--- config.mk ---
export PLATFORM = sky130hd
export DESIGN_NAME = circular_list_engine
export DESIGN_NICKNAME = d
export VERILOG_FILES = /design/src/cle_pkg.sv /design/src/cle_store.sv /design/src/cle_ctrl.sv /design/src/circular_list_engine.sv
export SDC_FILE = /design/constraint.sdc
export NUM_CORES = 1
export LEC_CHECK = 0
export BUFFER_PORTS_ARGS = -buffer_cell sky130_fd_sc_hd__buf_4
export CORE_ASPECT_RATIO = 0.9
export CORE_MARGIN = 2
export CORE_UTILIZATION = 26
export CTS_CLUSTER_SIZE = 8
export DETAILED_ROUTE_END_ITERATION = 10
export SLEW_MARGIN = 15
export SYNTH_ARGS = -nofsm -noshare
export SYNTH_HDL_FRONTEND = slang
export SYNTH_SLANG_ARGS = --single-unit
--- constraint.sdc ---
create_clock -name clk_i -period 4.3 [get_ports clk_i]
set_input_delay 0.645 -clock clk_i [delete_from_list [all_inputs] [get_ports clk_i]]
set_output_delay 0.645 -clock clk_i [all_outputs]
set_load 0.02 [all_outputs]
--- src/cle_pkg.sv ---
// Package with sizes, codes and shared types of the circular list engine
`timescale 1ns / 1ps

package cle_pkg;

  localparam int CAPACITY = 16;
  localparam int IDX_W    = $clog2(CAPACITY);
  localparam int CNT_W    = $clog2(CAPACITY + 1);
  localparam int CMP_W    = (CNT_W > 7) ? CNT_W : 7;
  localparam int VAL_W    = 32;

  typedef enum logic [2:0] {
    CMD_INS_FRONT = 3'd0,
    CMD_INS_BACK  = 3'd1,
    CMD_INS_AT    = 3'd2,
    CMD_DEL_FRONT = 3'd3,
    CMD_DEL_BACK  = 3'd4,
    CMD_DEL_AT    = 3'd5,
    CMD_READ_FWD  = 3'd6,
    CMD_READ_BWD  = 3'd7
  } cmd_e;

  typedef enum logic [2:0] {
    ST_OK     = 3'd0,
    ST_EMPTY  = 3'd1,
    ST_BADIDX = 3'd2,
    ST_FULL   = 3'd3,
    ST_APPEND = 3'd4
  } status_e;

  typedef enum logic [2:0] {
    S_IDLE,
    S_DECODE,
    S_WALK,
    S_LINK1,
    S_LINK2,
    S_UNLINK,
    S_READ
  } state_e;

  // Write ports and shared read address of the slot store
  typedef struct packed {
    logic             val_we;
    logic [IDX_W-1:0] val_addr;
    logic [VAL_W-1:0] val_data;
    logic             nxt_we;
    logic [IDX_W-1:0] nxt_addr;
    logic [IDX_W-1:0] nxt_data;
    logic             prv_we;
    logic [IDX_W-1:0] prv_addr;
    logic [IDX_W-1:0] prv_data;
    logic [IDX_W-1:0] rd_addr;
  } mem_wr_t;

  // Registered read data of one slot
  typedef struct packed {
    logic [VAL_W-1:0] val;
    logic [IDX_W-1:0] nxt;
    logic [IDX_W-1:0] prv;
  } mem_rd_t;

  // One result transaction
  typedef struct packed {
    logic             strobe;
    status_e          status;
    logic [VAL_W-1:0] element;
    logic             elem_valid;
    logic             last;
    logic [CNT_W-1:0] count;
  } res_t;

  // Lowest-numbered free slot
  function automatic logic [IDX_W-1:0] lowest_free(input logic [CAPACITY-1:0] free);
    logic [IDX_W-1:0] s;
    s = '0;
    for (int i = CAPACITY - 1; i >= 0; i--) begin
      if (free[i]) begin
        s = IDX_W'(i);
      end
    end
    return s;
  endfunction

endpackage

--- src/cle_store.sv ---
// Slot store: values, forward links and backward links with registered reads
`timescale 1ns / 1ps

module cle_store
  import cle_pkg::*;
(
  input  logic    clk_i,
  input  mem_wr_t wr_i,
  output mem_rd_t rd_o
);

  logic [VAL_W-1:0] val_mem [CAPACITY];
  logic [IDX_W-1:0] nxt_mem [CAPACITY];
  logic [IDX_W-1:0] prv_mem [CAPACITY];

  // Write and read slot values
  always_ff @(posedge clk_i) begin
    if (wr_i.val_we) begin
      val_mem[wr_i.val_addr] <= wr_i.val_data;
    end
    rd_o.val <= val_mem[wr_i.rd_addr];
  end

  // Write and read forward links
  always_ff @(posedge clk_i) begin
    if (wr_i.nxt_we) begin
      nxt_mem[wr_i.nxt_addr] <= wr_i.nxt_data;
    end
    rd_o.nxt <= nxt_mem[wr_i.rd_addr];
  end

  // Write and read backward links
  always_ff @(posedge clk_i) begin
    if (wr_i.prv_we) begin
      prv_mem[wr_i.prv_addr] <= wr_i.prv_data;
    end
    rd_o.prv <= prv_mem[wr_i.rd_addr];
  end

endmodule

--- src/cle_ctrl.sv ---
// Command sequencer: decode, link walk, relink and list read
`timescale 1ns / 1ps

module cle_ctrl
  import cle_pkg::*;
(
  input  logic                    clk_i,
  input  logic                    rst_ni,
  input  logic                    start_i,
  input  logic [2:0]              cmd_i,
  input  logic signed [7:0]       position_i,
  input  logic signed [VAL_W-1:0] value_i,
  output logic                    busy_o,
  output mem_wr_t                 wr_o,
  input  mem_rd_t                 rd_i,
  output res_t                    res_o
);

  state_e           state_q, state_d;
  cmd_e             cmd_q, cmd_d;
  logic [7:0]       pos_q, pos_d;
  logic [VAL_W-1:0] val_q, val_d;
  logic [IDX_W-1:0] head_q, head_d;
  logic [IDX_W-1:0] tail_q, tail_d;
  logic [CNT_W-1:0] count_q, count_d;
  logic [CAPACITY-1:0] free_q, free_d;
  logic [IDX_W-1:0] cur_q, cur_d;
  logic [IDX_W-1:0] step_q, step_d;
  logic [IDX_W-1:0] tgt_q, tgt_d;
  logic [IDX_W-1:0] new_q, new_d;
  logic [IDX_W-1:0] lp_q, lp_d;
  logic [IDX_W-1:0] lt_q, lt_d;
  status_e          st_q, st_d;
  logic             uph_q, uph_d;
  logic             upt_q, upt_d;
  res_t             res_q, res_d;

  logic [CMP_W-1:0] pos_ext;
  logic             pos_bad;
  logic             pos_zero;
  logic             is_empty;
  logic             is_full;
  logic             is_ins;
  logic             is_last;
  logic [IDX_W-1:0] free_slot;

  // Classify the held command against the current list
  assign pos_ext   = CMP_W'(pos_q[6:0]);
  assign pos_bad   = pos_q[7] || (pos_ext >= CMP_W'(count_q));
  assign pos_zero  = (pos_q == 8'd0);
  assign is_empty  = (count_q == '0);
  assign is_full   = (count_q == CNT_W'(CAPACITY));
  assign is_ins    = (cmd_q inside {CMD_INS_FRONT, CMD_INS_BACK, CMD_INS_AT});
  assign is_last   = (CNT_W'(step_q) == count_q - CNT_W'(1));
  assign free_slot = lowest_free(free_q);

  assign busy_o = (state_q != S_IDLE);
  assign res_o  = res_q;

  // State and list registers
  always_ff @(posedge clk_i or negedge rst_ni) begin
    if (!rst_ni) begin
      state_q <= S_IDLE;
      cmd_q   <= CMD_INS_FRONT;
      pos_q   <= '0;
      val_q   <= '0;
      head_q  <= '0;
      tail_q  <= '0;
      count_q <= '0;
      free_q  <= '1;
      cur_q   <= '0;
      step_q  <= '0;
      tgt_q   <= '0;
      new_q   <= '0;
      lp_q    <= '0;
      lt_q    <= '0;
      st_q    <= ST_OK;
      uph_q   <= 1'b0;
      upt_q   <= 1'b0;
      res_q   <= '0;
    end else begin
      state_q <= state_d;
      cmd_q   <= cmd_d;
      pos_q   <= pos_d;
      val_q   <= val_d;
      head_q  <= head_d;
      tail_q  <= tail_d;
      count_q <= count_d;
      free_q  <= free_d;
      cur_q   <= cur_d;
      step_q  <= step_d;
      tgt_q   <= tgt_d;
      new_q   <= new_d;
      lp_q    <= lp_d;
      lt_q    <= lt_d;
      st_q    <= st_d;
      uph_q   <= uph_d;
      upt_q   <= upt_d;
      res_q   <= res_d;
    end
  end

  // Next state, store writes and result
  always_comb begin
    state_d = state_q;
    cmd_d   = cmd_q;
    pos_d   = pos_q;
    val_d   = val_q;
    head_d  = head_q;
    tail_d  = tail_q;
    count_d = count_q;
    free_d  = free_q;
    cur_d   = cur_q;
    step_d  = step_q;
    tgt_d   = tgt_q;
    new_d   = new_q;
    lp_d    = lp_q;
    lt_d    = lt_q;
    st_d    = st_q;
    uph_d   = uph_q;
    upt_d   = upt_q;
    wr_o    = '0;
    res_d   = '0;
    res_d.status = ST_OK;

    case (state_q)
      S_IDLE: begin
        if (start_i) begin
          cmd_d   = cmd_e'(cmd_i);
          pos_d   = position_i;
          val_d   = value_i;
          state_d = S_DECODE;
        end
      end

      S_DECODE: begin
        new_d  = free_slot;
        st_d   = ST_OK;
        uph_d  = 1'b0;
        upt_d  = 1'b0;
        step_d = '0;
        tgt_d  = '0;
        if (is_ins) begin
          if (is_full) begin
            res_d.strobe = 1'b1;
            res_d.status = ST_FULL;
            res_d.last   = 1'b1;
            state_d      = S_IDLE;
          end else if (is_empty) begin
            // Lone entry links to itself
            lp_d    = free_slot;
            lt_d    = free_slot;
            uph_d   = 1'b1;
            upt_d   = 1'b1;
            st_d    = (cmd_q == CMD_INS_AT) ? ST_APPEND : ST_OK;
            state_d = S_LINK1;
          end else begin
            // Find the entry to insert before, starting at the head
            cur_d   = head_q;
            state_d = S_WALK;
            if (cmd_q == CMD_INS_FRONT || (cmd_q == CMD_INS_AT && pos_zero)) begin
              uph_d = 1'b1;
            end else if (cmd_q == CMD_INS_BACK) begin
              upt_d = 1'b1;
            end else if (pos_bad) begin
              upt_d = 1'b1;
              st_d  = ST_BADIDX;
            end else begin
              tgt_d = pos_ext[IDX_W-1:0];
            end
          end
        end else if (cmd_q == CMD_DEL_FRONT || cmd_q == CMD_DEL_BACK
                     || cmd_q == CMD_DEL_AT) begin
          if (is_empty) begin
            res_d.strobe = 1'b1;
            res_d.status = ST_EMPTY;
            res_d.last   = 1'b1;
            state_d      = S_IDLE;
          end else begin
            state_d = S_WALK;
            if (cmd_q == CMD_DEL_FRONT || (cmd_q == CMD_DEL_AT && pos_zero)) begin
              cur_d = head_q;
            end else if (cmd_q == CMD_DEL_BACK) begin
              cur_d = tail_q;
            end else if (pos_bad) begin
              cur_d = tail_q;
              st_d  = ST_BADIDX;
            end else begin
              cur_d = head_q;
              tgt_d = pos_ext[IDX_W-1:0];
            end
          end
        end else begin
          if (is_empty) begin
            res_d.strobe = 1'b1;
            res_d.status = ST_EMPTY;
            res_d.last   = 1'b1;
            state_d      = S_IDLE;
          end else begin
            cur_d   = (cmd_q == CMD_READ_FWD) ? head_q : tail_q;
            state_d = S_READ;
          end
        end
      end

      S_WALK: begin
        // Step one link per cycle until the target index
        if (step_q == tgt_q) begin
          lp_d = rd_i.prv;
          if (is_ins) begin
            lt_d    = cur_q;
            state_d = S_LINK1;
          end else begin
            lt_d    = rd_i.nxt;
            state_d = S_UNLINK;
          end
        end else begin
          cur_d  = rd_i.nxt;
          step_d = step_q + IDX_W'(1);
        end
      end

      S_LINK1: begin
        // Store the value and hook the new slot after its predecessor
        wr_o.val_we   = 1'b1;
        wr_o.val_addr = new_q;
        wr_o.val_data = val_q;
        wr_o.nxt_we   = 1'b1;
        wr_o.nxt_addr = lp_q;
        wr_o.nxt_data = new_q;
        wr_o.prv_we   = 1'b1;
        wr_o.prv_addr = new_q;
        wr_o.prv_data = lp_q;
        state_d       = S_LINK2;
      end

      S_LINK2: begin
        // Hook the new slot before its successor and commit
        wr_o.nxt_we   = 1'b1;
        wr_o.nxt_addr = new_q;
        wr_o.nxt_data = lt_q;
        wr_o.prv_we   = 1'b1;
        wr_o.prv_addr = lt_q;
        wr_o.prv_data = new_q;
        if (uph_q) begin
          head_d = new_q;
        end
        if (upt_q) begin
          tail_d = new_q;
        end
        count_d        = count_q + CNT_W'(1);
        free_d[new_q]  = 1'b0;
        res_d.strobe   = 1'b1;
        res_d.status   = st_q;
        res_d.last     = 1'b1;
        state_d        = S_IDLE;
      end

      S_UNLINK: begin
        // Bridge the neighbors of the removed slot
        if (count_q == CNT_W'(1)) begin
          head_d = '0;
          tail_d = '0;
        end else begin
          wr_o.nxt_we   = 1'b1;
          wr_o.nxt_addr = lp_q;
          wr_o.nxt_data = lt_q;
          wr_o.prv_we   = 1'b1;
          wr_o.prv_addr = lt_q;
          wr_o.prv_data = lp_q;
          if (cur_q == head_q) begin
            head_d = lt_q;
          end
          if (cur_q == tail_q) begin
            tail_d = lp_q;
          end
        end
        count_d       = count_q - CNT_W'(1);
        free_d[cur_q] = 1'b1;
        res_d.strobe  = 1'b1;
        res_d.status  = st_q;
        res_d.last    = 1'b1;
        state_d       = S_IDLE;
      end

      S_READ: begin
        // Emit one entry per cycle and follow the link
        res_d.strobe     = 1'b1;
        res_d.element    = rd_i.val;
        res_d.elem_valid = 1'b1;
        res_d.last       = is_last;
        if (is_last) begin
          state_d = S_IDLE;
        end else begin
          cur_d  = (cmd_q == CMD_READ_FWD) ? rd_i.nxt : rd_i.prv;
          step_d = step_q + IDX_W'(1);
        end
      end

      default: begin
        state_d = S_IDLE;
      end
    endcase

    res_d.count  = count_d;
    wr_o.rd_addr = cur_d;
  end

endmodule

--- src/circular_list_engine.sv ---
// An insert passes decode, a link walk from the head and two relink states; into an empty list it
// skips the walk. A delete passes decode, a link walk and an unlink state.
// A read emits one result per cycle after decode; a dropped insert, an empty delete or an empty
// read reports from decode. The next command can be taken while the result is shown.
// The link walk steps one slot per cycle through the registered store read.
// Results cannot stall. Reset empties the list and frees all slots; slot storage is not cleared.
`timescale 1ns / 1ps

module circular_list_engine
  import cle_pkg::*;
(
  input  logic                    clk_i,
  input  logic                    rst_ni,
  input  logic                    start,
  output logic                    busy,
  input  logic [2:0]              cmd_i,
  input  logic signed [7:0]       position_i,
  input  logic signed [VAL_W-1:0] value_i,
  output logic                    done_o,
  output logic [2:0]              status_o,
  output logic signed [VAL_W-1:0] element_o,
  output logic                    element_valid_o,
  output logic                    last_o,
  output logic [CNT_W-1:0]        count_o
);

  mem_wr_t wr;
  mem_rd_t rd;
  res_t    res;

  // Sequencer
  cle_ctrl u_ctrl (
    .clk_i      (clk_i),
    .rst_ni     (rst_ni),
    .start_i    (start),
    .cmd_i      (cmd_i),
    .position_i (position_i),
    .value_i    (value_i),
    .busy_o     (busy),
    .wr_o       (wr),
    .rd_i       (rd),
    .res_o      (res)
  );

  // Slot storage
  cle_store u_store (
    .clk_i (clk_i),
    .wr_i  (wr),
    .rd_o  (rd)
  );

  // Drive the result transaction
  assign done_o          = res.strobe;
  assign status_o        = res.status;
  assign element_o       = res.element;
  assign element_valid_o = res.elem_valid;
  assign last_o          = res.last;
  assign count_o         = res.count;

endmodule

==> out/metrics.cfg, run 1 <==
[timing]
fmax_mhz = 244
finalSetupViolCount = 0
worst_pin_slew_ns = 1.08
fin_ws_ns = 0.198
finalCritPeriodShare_pct = 95.4
timing.slew.headroom_pct = 27.5
rsz0062_at_grt = false
drv_slew = 0
hold_viol = 0
finalClockSkew_ns = 0.0677
min_period_ns = 4.10
fin_tns_setup_ns = 0
hold_slack_ns = 0.184

[floorplanning]
die_h_um = 343
dieArea_um2 = 130000
row_count = 124
ios = 90
initial_core_util_pct = 26.2
die_w_um = 380
core_region_area_um2 = 127000

[drt]
routedWlPerCell_um = 21.9
antenna_left = 0
vias = 20200
drt-pass1-iter-count = 7
drt_iter0_drc = 2015
remaining_drc_errors = 0
viasPerCell = 4.84
wl_mm = 91.3

[synthesis]
mappedNetlistNets = 2258
avgSynthCellArea_um2 = 15.1
synth_warnings = 0
synth_cells = 2202
synthArstFlopShare_pct = 17.2
synth_edf_count = 640
ys_types = 74
yosysSeqAreaShare_pct = 71.1
synth_seq_cells = 821
ys.flop_type = edfxtp_1
synth_area_um2 = 33100

[setup_path]
cp-start-kind = flip-flop
startpoint = u_ctrl.count_q[0]
cp-endpoint = u_store.rd_o[1]
rrSetupSlack_ns = 0.20
path_max_fanout = 19
path_class = reg2reg
r2r_cells = 12
r2r-start = u_ctrl.count_q[0]
required_ns = 4.80
timing.rr.end = u_store.rd_o[1]
crit_arrival_ns = 4.61
cp-end-kind = flip-flop

[clock_network]
cts.path.max_buffers = 3
root_buffer = clkbuf_16
cts.clk_slew.worst_paths_ns = 0.05
clock_latency_ns = 0.69
cts.sinks = 821
cts.repair_timing.setup_buffer_count = 0
numCtsBuffers = 113
cts_max_level = 3
cts_tree = done

[min_path]
hold_path.class = in2reg

[pwr]
p_switching_mw = 10.6
p_int_mw = 18.9
powerDensity_nw_per_um2 = 739
worst_ir_drop_vdd_mv = 0.384
comb_power_share_pct = 35.9
clkPwrFrac_pct = 28.2
p_sw_share_pct = 36.0
p_seq_share_pct = 35.9
leakage_nw = 15.3

[placed_design]
dp.cells = 3957
finalWeightedCongestion = 0.843
dpl_cell_area_um2 = 36500
place_hpwl_mm = 52.3
port_buffers = 89
pre_cts_ws_ns = 0.0304

[cells_and_area]
drive_gt1_share_pct = 17.6
nets = 2428
final_cells = 4174
final_cell_mix = 640 x edfxtp_1, 222 x mux2i_1, 183 x buf_4
area_growth_syn_to_layout_pct = 20.3
final_area_um2 = 39900
layout_commonest_cell = edfxtp_1

[run_status]
status = finished clean

[global_route]
antenna_found_initial = 0
grt_pass1_vias = 20200
grt.total_usage_pct = 13.6
grt_max_degree = 90
grt_pass1_wl_mm = 134
grt-ovfl-total = 0

[run]
maxCapViolCount = 0

-- power groups by stage --
stage               Combinational (mW)  Clock (mW)  Sequential, mW
floorplan                         6.80           0            10.3
global placement                  10.4           0            10.7
detailed placement                10.5           0            10.7
CTS                               10.5        8.48            10.6
global route                      11.4        8.80            10.7
finish                            10.6        8.32            10.6
-- flip-flops by register name (all words and copies together) (netlist names) --
signal and cells:
u_ctrl.new_q 4, u_store.nxt_mem 64, u_ctrl.cur_q 4, u_ctrl.pos_q 8, u_store.prv_mem 64, u_ctrl.cmd_q 3
u_ctrl.state_q 3, u_ctrl.lt_q 4, u_ctrl.st_q 2, u_ctrl.free_q 16, u_ctrl.lp_q 4, u_ctrl.uph_q 1
u_ctrl.tgt_q 4, u_store.rd_o 40, u_ctrl.upt_q 1, u_ctrl.head_q 4, u_store.val_mem 512, u_ctrl.count_q 5
u_ctrl.res_o 38, u_ctrl.step_q 4, u_ctrl.val_q 32, u_ctrl.tail_q 4
-- metrics by stage --
step	util, %	power, mW
final	31.5	29.5
after global routing	31.5	30.9
after CTS	31.4	29.6
after detailed placement	28.8	21.2
after global placement	28.8	21.1
after floorplan	-	17.1
-- worst max-delay path, cell delays in order (launching register included) --
cell and delay [ns]:
dfrtp_2 0.46, inv_1 0.14, ha_1 0.23, nor3b_2 0.26, xnor2_1 0.18, a21o_1 0.16
o211ai_2 0.19, a221o_2 0.52, nor3_4 0.21, buf_4 0.35, mux2_1 0.39, a2111oi_0 0.61
nand3_1 0.21
-- what timing repair did --
action / 4_1_cts / 5_1_grt
hold endpoints to repair: 52 / 0
endpoints found under the setup margin: 0 / 35
gates resized for setup: 0 / 14
hold buffers: 1 / 0
-- cell usage after synthesis (6+ instances only) --
cell type / number / area share [%]
nand2_1: 102 / 1.2
a22o_1: 14 / 0.37
buf_2: 37 / 0.56
and3_1: 10 / 0.19
o211ai_1: 6 / 0.14
mux2i_1: 222 / 6.7
dfrtp_1: 125 / 9.4
nand2b_1: 12 / 0.23
o31ai_1: 67 / 1.5
nor2_1: 80 / 0.91
o22a_1: 21 / 0.55
nor3_1: 19 / 0.29
nand3_1: 39 / 0.59
mux2_2: 43 / 1.5
dfstp_2: 16 / 1.3
a2111oi_0: 30 / 0.79
a22oi_1: 13 / 0.29
xor2_1: 16 / 0.42
clkbuf_1: 92 / 1.0
dfxtp_1: 40 / 2.4
buf_4: 7 / 0.16
nand4_1: 64 / 1.2
or3_1: 7 / 0.13
o22ai_1: 82 / 1.5
a221o_1: 22 / 0.66
or4_1: 24 / 0.54
a21oi_1: 45 / 0.68
a21boi_0: 20 / 0.45
o21ai_0: 43 / 0.65
and2_1: 69 / 1.3
mux2_1: 20 / 0.68
edfxtp_1: 640 / 58
ha_1: 10 / 0.38
xnor2_1: 8 / 0.21
inv_1: 21 / 0.24
a211oi_1: 37 / 0.84
-- final cells by class --
cell class | instances | area [um^2]
Timing Repair Buffer | 202 | 1730
Inverter | 23 | 86.3
Fill cell | 12500 | 86900
Multi-Input combinational cell | 1211 | 9030
Sequential cell | 821 | 23600
Tap cell | 1701 | 2130
Antenna cell | 1 | 2.50
Clock inverter | 10 | 170
Clock buffer | 205 | 3170
-- logic make-up after synthesis --
group                    count (synthesis)  synth area share, %
AO/OA/AOI/OAI                          443                 9.68
XOR/XNOR                                25                0.683
adder cells (fa/ha/maj)                 10                0.377
buffers and inverters                  170                 2.29
flip-flops                             821                 71.1
multiplexers                           285                 8.84
AND/OR/NAND/NOR                        448                 7.03
-- worst min path at each step --
stage,depth (start not counted),slack (ns),to,start
2_1_floorplan,0,0.35,u_ctrl.cmd_q[0],rst_ni
3_3_place_gp,1,0.42,u_ctrl.res_o[12],u_store.rd_o[13]
3_5_place_dp,1,0.44,u_ctrl.res_o[31],u_store.rd_o[32]
4_1_cts,2,0.15,u_ctrl.val_q[9],value_i[9]
5_1_grt,2,0.16,u_ctrl.val_q[27],value_i[27]
6_report,3,0.18,u_ctrl.pos_q[0],position_i[0]
-- metal layers --
metal	global-route usage, %	share of wire [%]
met1	18.6	44
met4	5.21	2.9
met5	0	0
met3	2.41	6.9
met2	21.4	46
No activity file was read; power rests on OpenSTA's default activity.
==> inputs of run 2 (changes only) <==
--- a/config.mk
+++ b/config.mk
@@ -11,6 +11,7 @@
 export CORE_UTILIZATION = 26
 export CTS_CLUSTER_SIZE = 8
 export DETAILED_ROUTE_END_ITERATION = 10
+export PLACE_DENSITY = 0.48
 export SLEW_MARGIN = 15
 export SYNTH_ARGS = -nofsm -noshare
 export SYNTH_HDL_FRONTEND = slang
==> constraint.sdc (replaced) <==
create_clock -name clk_i -period 4.3 [get_ports clk_i]
set_input_delay 0.645 -clock clk_i [delete_from_list [all_inputs] [get_ports clk_i]]
set_output_delay 0.645 -clock clk_i [all_outputs]
set_load 0.005 [all_outputs]
==> out/metrics.cfg, run 2 (synthesized netlist as in run 1, its figures left out) <==
[run_status]
status = finished clean

[cells_and_area]
nets = 2456  ; +1.2%
area_growth_syn_to_layout_pct = 21.4
drive_gt1_share_pct = 18.8  ; +1.2 points
seq_area_um2 = 23600  ; unchanged
final_area_um2 = 40200  ; +0.85%
layout_commonest_cell = edfxtp_1
fillers = 12400  ; -0.87%
antenna_cells = 0  ; -1
reg_top3 = u_store.val_mem x512, u_store.nxt_mem x64, u_store.prv_mem x64
largest_register = u_store.val_mem
final_cell_mix = 640 x edfxtp_1, 222 x mux2i_1, 203 x buf_4
multi_input_area_um2 = 9090  ; +0.62%
largest_register_ffs = 512  ; unchanged

[clock_network]
cts.sinks = 821  ; unchanged
cts.path.max_buffers = 3  ; unchanged
root_buffer = clkbuf_16
ctsHoldBuffers = 0  ; -1
cts.clk_slew.worst_paths_ns = 0.06  ; about the same
clock_latency_ns = 0.69  ; about the same
numCtsBuffers = 113  ; unchanged
cts_max_level = 3  ; unchanged
cts_tree = done

[global_route]
antenna_found_initial = 5  ; +5
grt.met2_usage_pct = 23.6  ; +2.2 points
grt_pass1_vias = 21100  ; +4.8%
use_met1_pct = 19.3  ; +0.70 points
grt.busiest_layer = met2
grt_pass1_wl_mm = 140  ; +4.5%
grt-ovfl-total = 0  ; unchanged
grt_max_degree = 81  ; -10%
gr-usage-met3_pct = 2.00  ; -0.40 points
grt.total_usage_pct = 14.3  ; +0.72 points

[timing]
finalClockSkew_ns = 0.0504  ; -0.0173 ns
hold_slack_ns = 0.0363  ; -0.147 ns
rsz0062_at_grt = true
timing.slew.headroom_pct = 35.3  ; +7.8 points
min_period_ns = 4.11  ; +0.00845 ns
finalCritPeriodShare_pct = 95.6  ; +0.20 points
fin_ws_ns = 0.189  ; -0.00845 ns
fmax_mhz = 243  ; -0.21%
hold_viol = 0  ; unchanged
fin_tns_setup_ns = 0  ; unchanged
finalSetupViolCount = 0  ; unchanged
worst_pin_slew_ns = 0.970  ; -0.113 ns
drv_slew = 0  ; unchanged

[placed_design]
pre_cts_ws_ns = -0.251  ; -0.281 ns
place_hpwl_mm = 55.3  ; +5.8%
finalWeightedCongestion = 0.804  ; -4.6%
dpl_cell_area_um2 = 36800  ; +0.76%
port_buffers = 89  ; unchanged

[drt]
wl_mm = 95.7  ; +4.8%
routedWlPerCell_um = 22.8  ; +4.3%
drt-pass1-iter-count = 6  ; -1
drt_iter0_drc = 1672  ; -17%
viasPerCell = 4.88  ; +1.0%
remaining_drc_errors = 0  ; unchanged
antenna_left = 0  ; unchanged
vias = 20500  ; +1.5%

[floorplanning]
initial_core_util_pct = 26.2  ; unchanged
die_w_um = 380  ; unchanged
die_h_um = 343  ; unchanged
row_count = 124  ; unchanged
dieArea_um2 = 130000  ; unchanged
core_region_area_um2 = 127000  ; unchanged
ios = 90  ; unchanged

[setup_path]
required_ns = 4.87  ; +0.07 ns
path_class = reg2reg
cp-start-kind = flip-flop
path_max_fanout = 27  ; +8
crit_arrival_ns = 4.68  ; +0.07 ns
cp-end-kind = flip-flop

[run]
maxCapViolCount = 0  ; unchanged

[min_path]
hold_path.class = in2async

[pwr]
worst_ir_drop_vdd_mv = 0.461  ; +20%
p_total_mw = 30.1  ; +2.0%
powerDensity_nw_per_um2 = 748  ; +1.2%
leakage_nw = 15.4  ; +1.1%

==> run 2: changes by cell type in the layout (fill, tap and decap cells not counted), sizes merged <==
cell | before | now
buf | 201 | 229
clkbuf | 205 | 200
clkinv | 11 | 6
diode | 1 | 0
dlygate4sd3 | 1 | 0
inv | 22 | 24
==> run 2: final timing paths <==
path | from | to | slack, ns | cells after the start
min in group clk_i | value_i[29] | u_ctrl.val_q[29] | 0.18 | 2
max in group asynchronous | rst_ni | u_ctrl.res_o[8] | 3.19 | 2
worst min-delay path | rst_ni | u_ctrl.cmd_q[2] | 0.04 | 1
worst max-delay path | u_ctrl.count_q[4] | u_store.rd_o[21] | 0.19 | 13
worst min register to register | u_store.rd_o[28] | u_ctrl.res_o[27] | 0.44 | 1
worst max register to register | u_ctrl.count_q[4] | u_store.rd_o[21] | 0.19 | 13
==> run 2: layout make-up <==
class	count	area share (%)
Sequential cell	821	58.6
Multi-Input combinational cell	1211	22.6
Clock buffer	199	7.88
Tap cell	1701	5.29
Timing Repair Buffer	230	5.08
Clock inverter	7	0.367
Inverter	23	0.215
==> run 2: worst max-delay path, stage by stage, from the launching register on <==
cell and delay [ns]:
dfrtp_1 0.36, inv_1 0.07, ha_1 0.19, or4_4 0.52, o31ai_2 0.23, o311ai_1 0.19
and3_1 0.26, o21a_2 0.27, nor3_2 0.32, buf_12 0.29, mux2_1 0.36, a2111oi_1 0.61
buf_4 0.21, nand3_1 0.08
==> run 2: metrics by stage <==
step | utilization, % | instances
2_1_floorplan | - | 2202
3_3_place_gp | 29.0 | 3984
3_5_place_dp | 29.0 | 3984
4_1_cts | 31.7 | 4190
5_1_grt | 31.7 | 4192
6_report | 31.7 | 4192
==> run 2: power breakdown <==
group	switching (mW)	total, mW	internal (mW)
clock network	3.33	8.28	4.95
registers	0.715	10.5	9.81
logic	6.79	11.3	4.49
==> run 2: per-layer routing <==
metal | vias up | wire length [um]
met1 | 10600 | 42700
met3 | 157 | 5160
li1 | 9060 | -
met5 | - | 0
met4 | 0 | 2300
met2 | 679 | 45500
==> run 2: repair_timing <==
| action | 4_1_cts | 5_1_grt |
|---|---|---|
| gates cloned | 0 | 1 |
| pin swaps | 0 | 1 |
| buffers inserted | 0 | 1 |
| gates resized for setup | 13 | 21 |
| setup endpoints to repair | 17 | 37 |
==> inputs of run 3 (changes only) <==
--- a/config.mk
+++ b/config.mk
@@ -5,13 +5,15 @@
 export SDC_FILE = /design/constraint.sdc
 export NUM_CORES = 1
 export LEC_CHECK = 0
-export BUFFER_PORTS_ARGS = -buffer_cell sky130_fd_sc_hd__buf_4
 export CORE_ASPECT_RATIO = 0.9
 export CORE_MARGIN = 2
 export CORE_UTILIZATION = 26
 export CTS_CLUSTER_SIZE = 8
 export DETAILED_ROUTE_END_ITERATION = 10
+export DONT_BUFFER_PORTS = 1
 export PLACE_DENSITY = 0.48
+export REMOVE_ABC_BUFFERS = 1
+export SETUP_SLACK_MARGIN = 0.4
 export SLEW_MARGIN = 15
 export SYNTH_ARGS = -nofsm -noshare
 export SYNTH_HDL_FRONTEND = slang
==> out/metrics.cfg, run 3 (synthesized netlist as in run 1, its figures left out) <==
[setup_path]
cp_top_family = simple AND/OR/NAND/NOR gates
cp-end-kind = flip-flop
cp-start-kind = flip-flop
crit_buf_inv = 5  ; +2
path_class = reg2reg
critPathMostFrequentCell = buf_12
required_ns = 4.88  ; about the same
max_stage_delay_ns = 0.48  ; -0.13 ns
crit_chain = inv_2 -> ha_2 -> or4_4 -> o31ai_4 -> o311ai_4 -> and3_4 -> o21a_4 -> nor3_4 -> buf_12 -> buf_16 -> buf_12 -> clkbuf_16 -> mux2i_1 -> o22ai_1 -> or4_1
crit_arrival_ns = 4.40  ; -0.28 ns
path_max_fanout = 7  ; -74%
cpMaxStageDelayCell = or4_4

[drt]
antenna_left = 0  ; unchanged
drt-pass1-iter-count = 5  ; -1
routedWlPerCell_um = 24.1  ; +5.5%
wl_mm = 99.9  ; +4.4%
drt_iter0_drc = 1838  ; +9.9%
vias = 20400  ; -0.57%
viasPerCell = 4.91  ; +0.43%
remaining_drc_errors = 0  ; unchanged

[clock_network]
cts_tree = done
cts.clk_slew.worst_paths_ns = 0.06  ; about the same
cts.sinks = 821  ; unchanged
root_buffer = clkbuf_16
numCtsBuffers = 113  ; unchanged
cts.path.max_buffers = 3  ; unchanged
clock_latency_ns = 0.72  ; +0.03 ns
cts_max_level = 3  ; unchanged

[cells_and_area]
final_cell_mix = 640 x edfxtp_1, 215 x mux2i_1, 128 x clkbuf_16
final_area_um2 = 41100  ; +2.1%
largest_register = u_store.val_mem
layout_commonest_cell = edfxtp_1
largest_register_ffs = 512  ; unchanged
drive_gt1_share_pct = 19.5  ; +0.74 points
reg_top3 = u_store.val_mem x512, u_store.nxt_mem x64, u_store.prv_mem x64
area_growth_syn_to_layout_pct = 23.9
nets = 2403  ; -2.2%

[placed_design]
place_hpwl_mm = 55.0  ; -0.57%
finalWeightedCongestion = 0.795  ; -1.2%
dpl_cell_area_um2 = 35900  ; -2.3%
port_buffers = 0  ; -100%

[global_route]
antenna_found_initial = 4  ; -1
grt.total_usage_pct = 14.6  ; +0.30 points
grt_pass1_wl_mm = 142  ; +1.2%
grt_pass1_vias = 20600  ; -2.4%
grt-ovfl-total = 0  ; unchanged
grt_max_degree = 142  ; +75%

[timing]
fin_tns_setup_ns = 0  ; unchanged
timing.slew.headroom_pct = 18.1  ; -17 points
min_period_ns = 3.81  ; -0.298 ns
worst_pin_slew_ns = 1.23  ; +0.258 ns
fmax_mhz = 262  ; +7.8%
drv_slew = 0  ; unchanged
hold_slack_ns = 0.0619  ; +0.0255 ns
finalSetupViolCount = 0  ; unchanged
hold_viol = 0  ; unchanged
rsz0062_at_grt = true
finalClockSkew_ns = 0.0427  ; -0.00775 ns
finalCritPeriodShare_pct = 88.7  ; -6.9 points

[floorplanning]
row_count = 124  ; unchanged
die_h_um = 343  ; unchanged
core_region_area_um2 = 127000  ; unchanged
initial_core_util_pct = 26.2  ; unchanged
die_w_um = 380  ; unchanged
ios = 90  ; unchanged
dieArea_um2 = 130000  ; unchanged

[run]
maxCapViolCount = 0  ; unchanged

[pwr]
leakage_nw = 15.6  ; +0.85%
powerDensity_nw_per_um2 = 797  ; +6.5%
p_total_mw = 32.7  ; +8.8%
worst_ir_drop_vdd_mv = 0.375  ; -19%

[run_status]
status = finished clean

[min_path]
hold_path.class = in2reg

run 3: report_power, final:
part           internal (mW)  total [mW]  switching, mW
registers               9.81        10.5          0.695
clock network           5.13        8.53           3.40
logic                   5.95        13.7           7.75
run 3: area by class of cell:
cell class / count / area, um^2
inverter: 23 / 97.6
tap: 1701 / 2130
multi-input combinational: 1212 / 9640
clock buffer: 208 / 3230
clock inverter: 8 / 186
antenna: 1 / 2.50
sequential: 821 / 23600
fill: 12300 / 85700
timing repair buffer: 176 / 2230
run 3: per-layer routing:
layer  part of all wire [%]  up-vias  GRT usage [%]
met2                     47      627           23.8
li1                       -     8972              -
met4                    2.6        4           4.62
met3                    5.5      168           2.44
met1                     45    10600           19.8
met5                  0.024        -              0
run 3: per-stage QoR:
step / utilization, % / cells / worst slack, ns
4_1_cts: 31.6 / 4108 / 0.370
3_3_place_gp: 28.3 / 3868 / -0.479
5_1_grt: 32.4 / 4149 / 0.350
2_1_floorplan: - / 2055 / -30.71
3_5_place_dp: 28.3 / 3868 / -0.507
6_report: 32.4 / 4150 / 0.487
run 3: worst paths after layout:
check,slack [ns],cells past startpoint,from,to
worst min-delay path,0.06,2,position_i[0],u_ctrl.pos_q[0]
min in group asynchronous,0.48,2,rst_ni,u_ctrl.res_o[22]
worst max register to register,0.49,15,u_ctrl.count_q[4],u_store.rd_o[35]
max in group asynchronous,2.67,2,rst_ni,u_ctrl.count_q[0]
worst min register to register,0.43,1,u_store.rd_o[15],u_ctrl.res_o[14]
worst max-delay path,0.49,15,u_ctrl.count_q[4],u_store.rd_o[35]
run 3: what timing repair did:
item,in CTS,in global routing
hold buffers,2,0
endpoints found under the setup margin,40,40
pin swaps,10,26
setup buffers,13,27
cloned,9,14
hold endpoints to repair,141,0
resized for setup,66,103
run 3: worst register-to-register path: cells and delay by family (launching register included):
family | cells | cell delay, ns
AOI/OAI and AO/OA | 4 | 0.85
adders and majority gates | 1 | 0.16
buffers and inverters | 5 | 0.74
DFF | 1 | 0.35
muxes | 1 | 0.18
and+or+nand+nor | 4 | 1.39
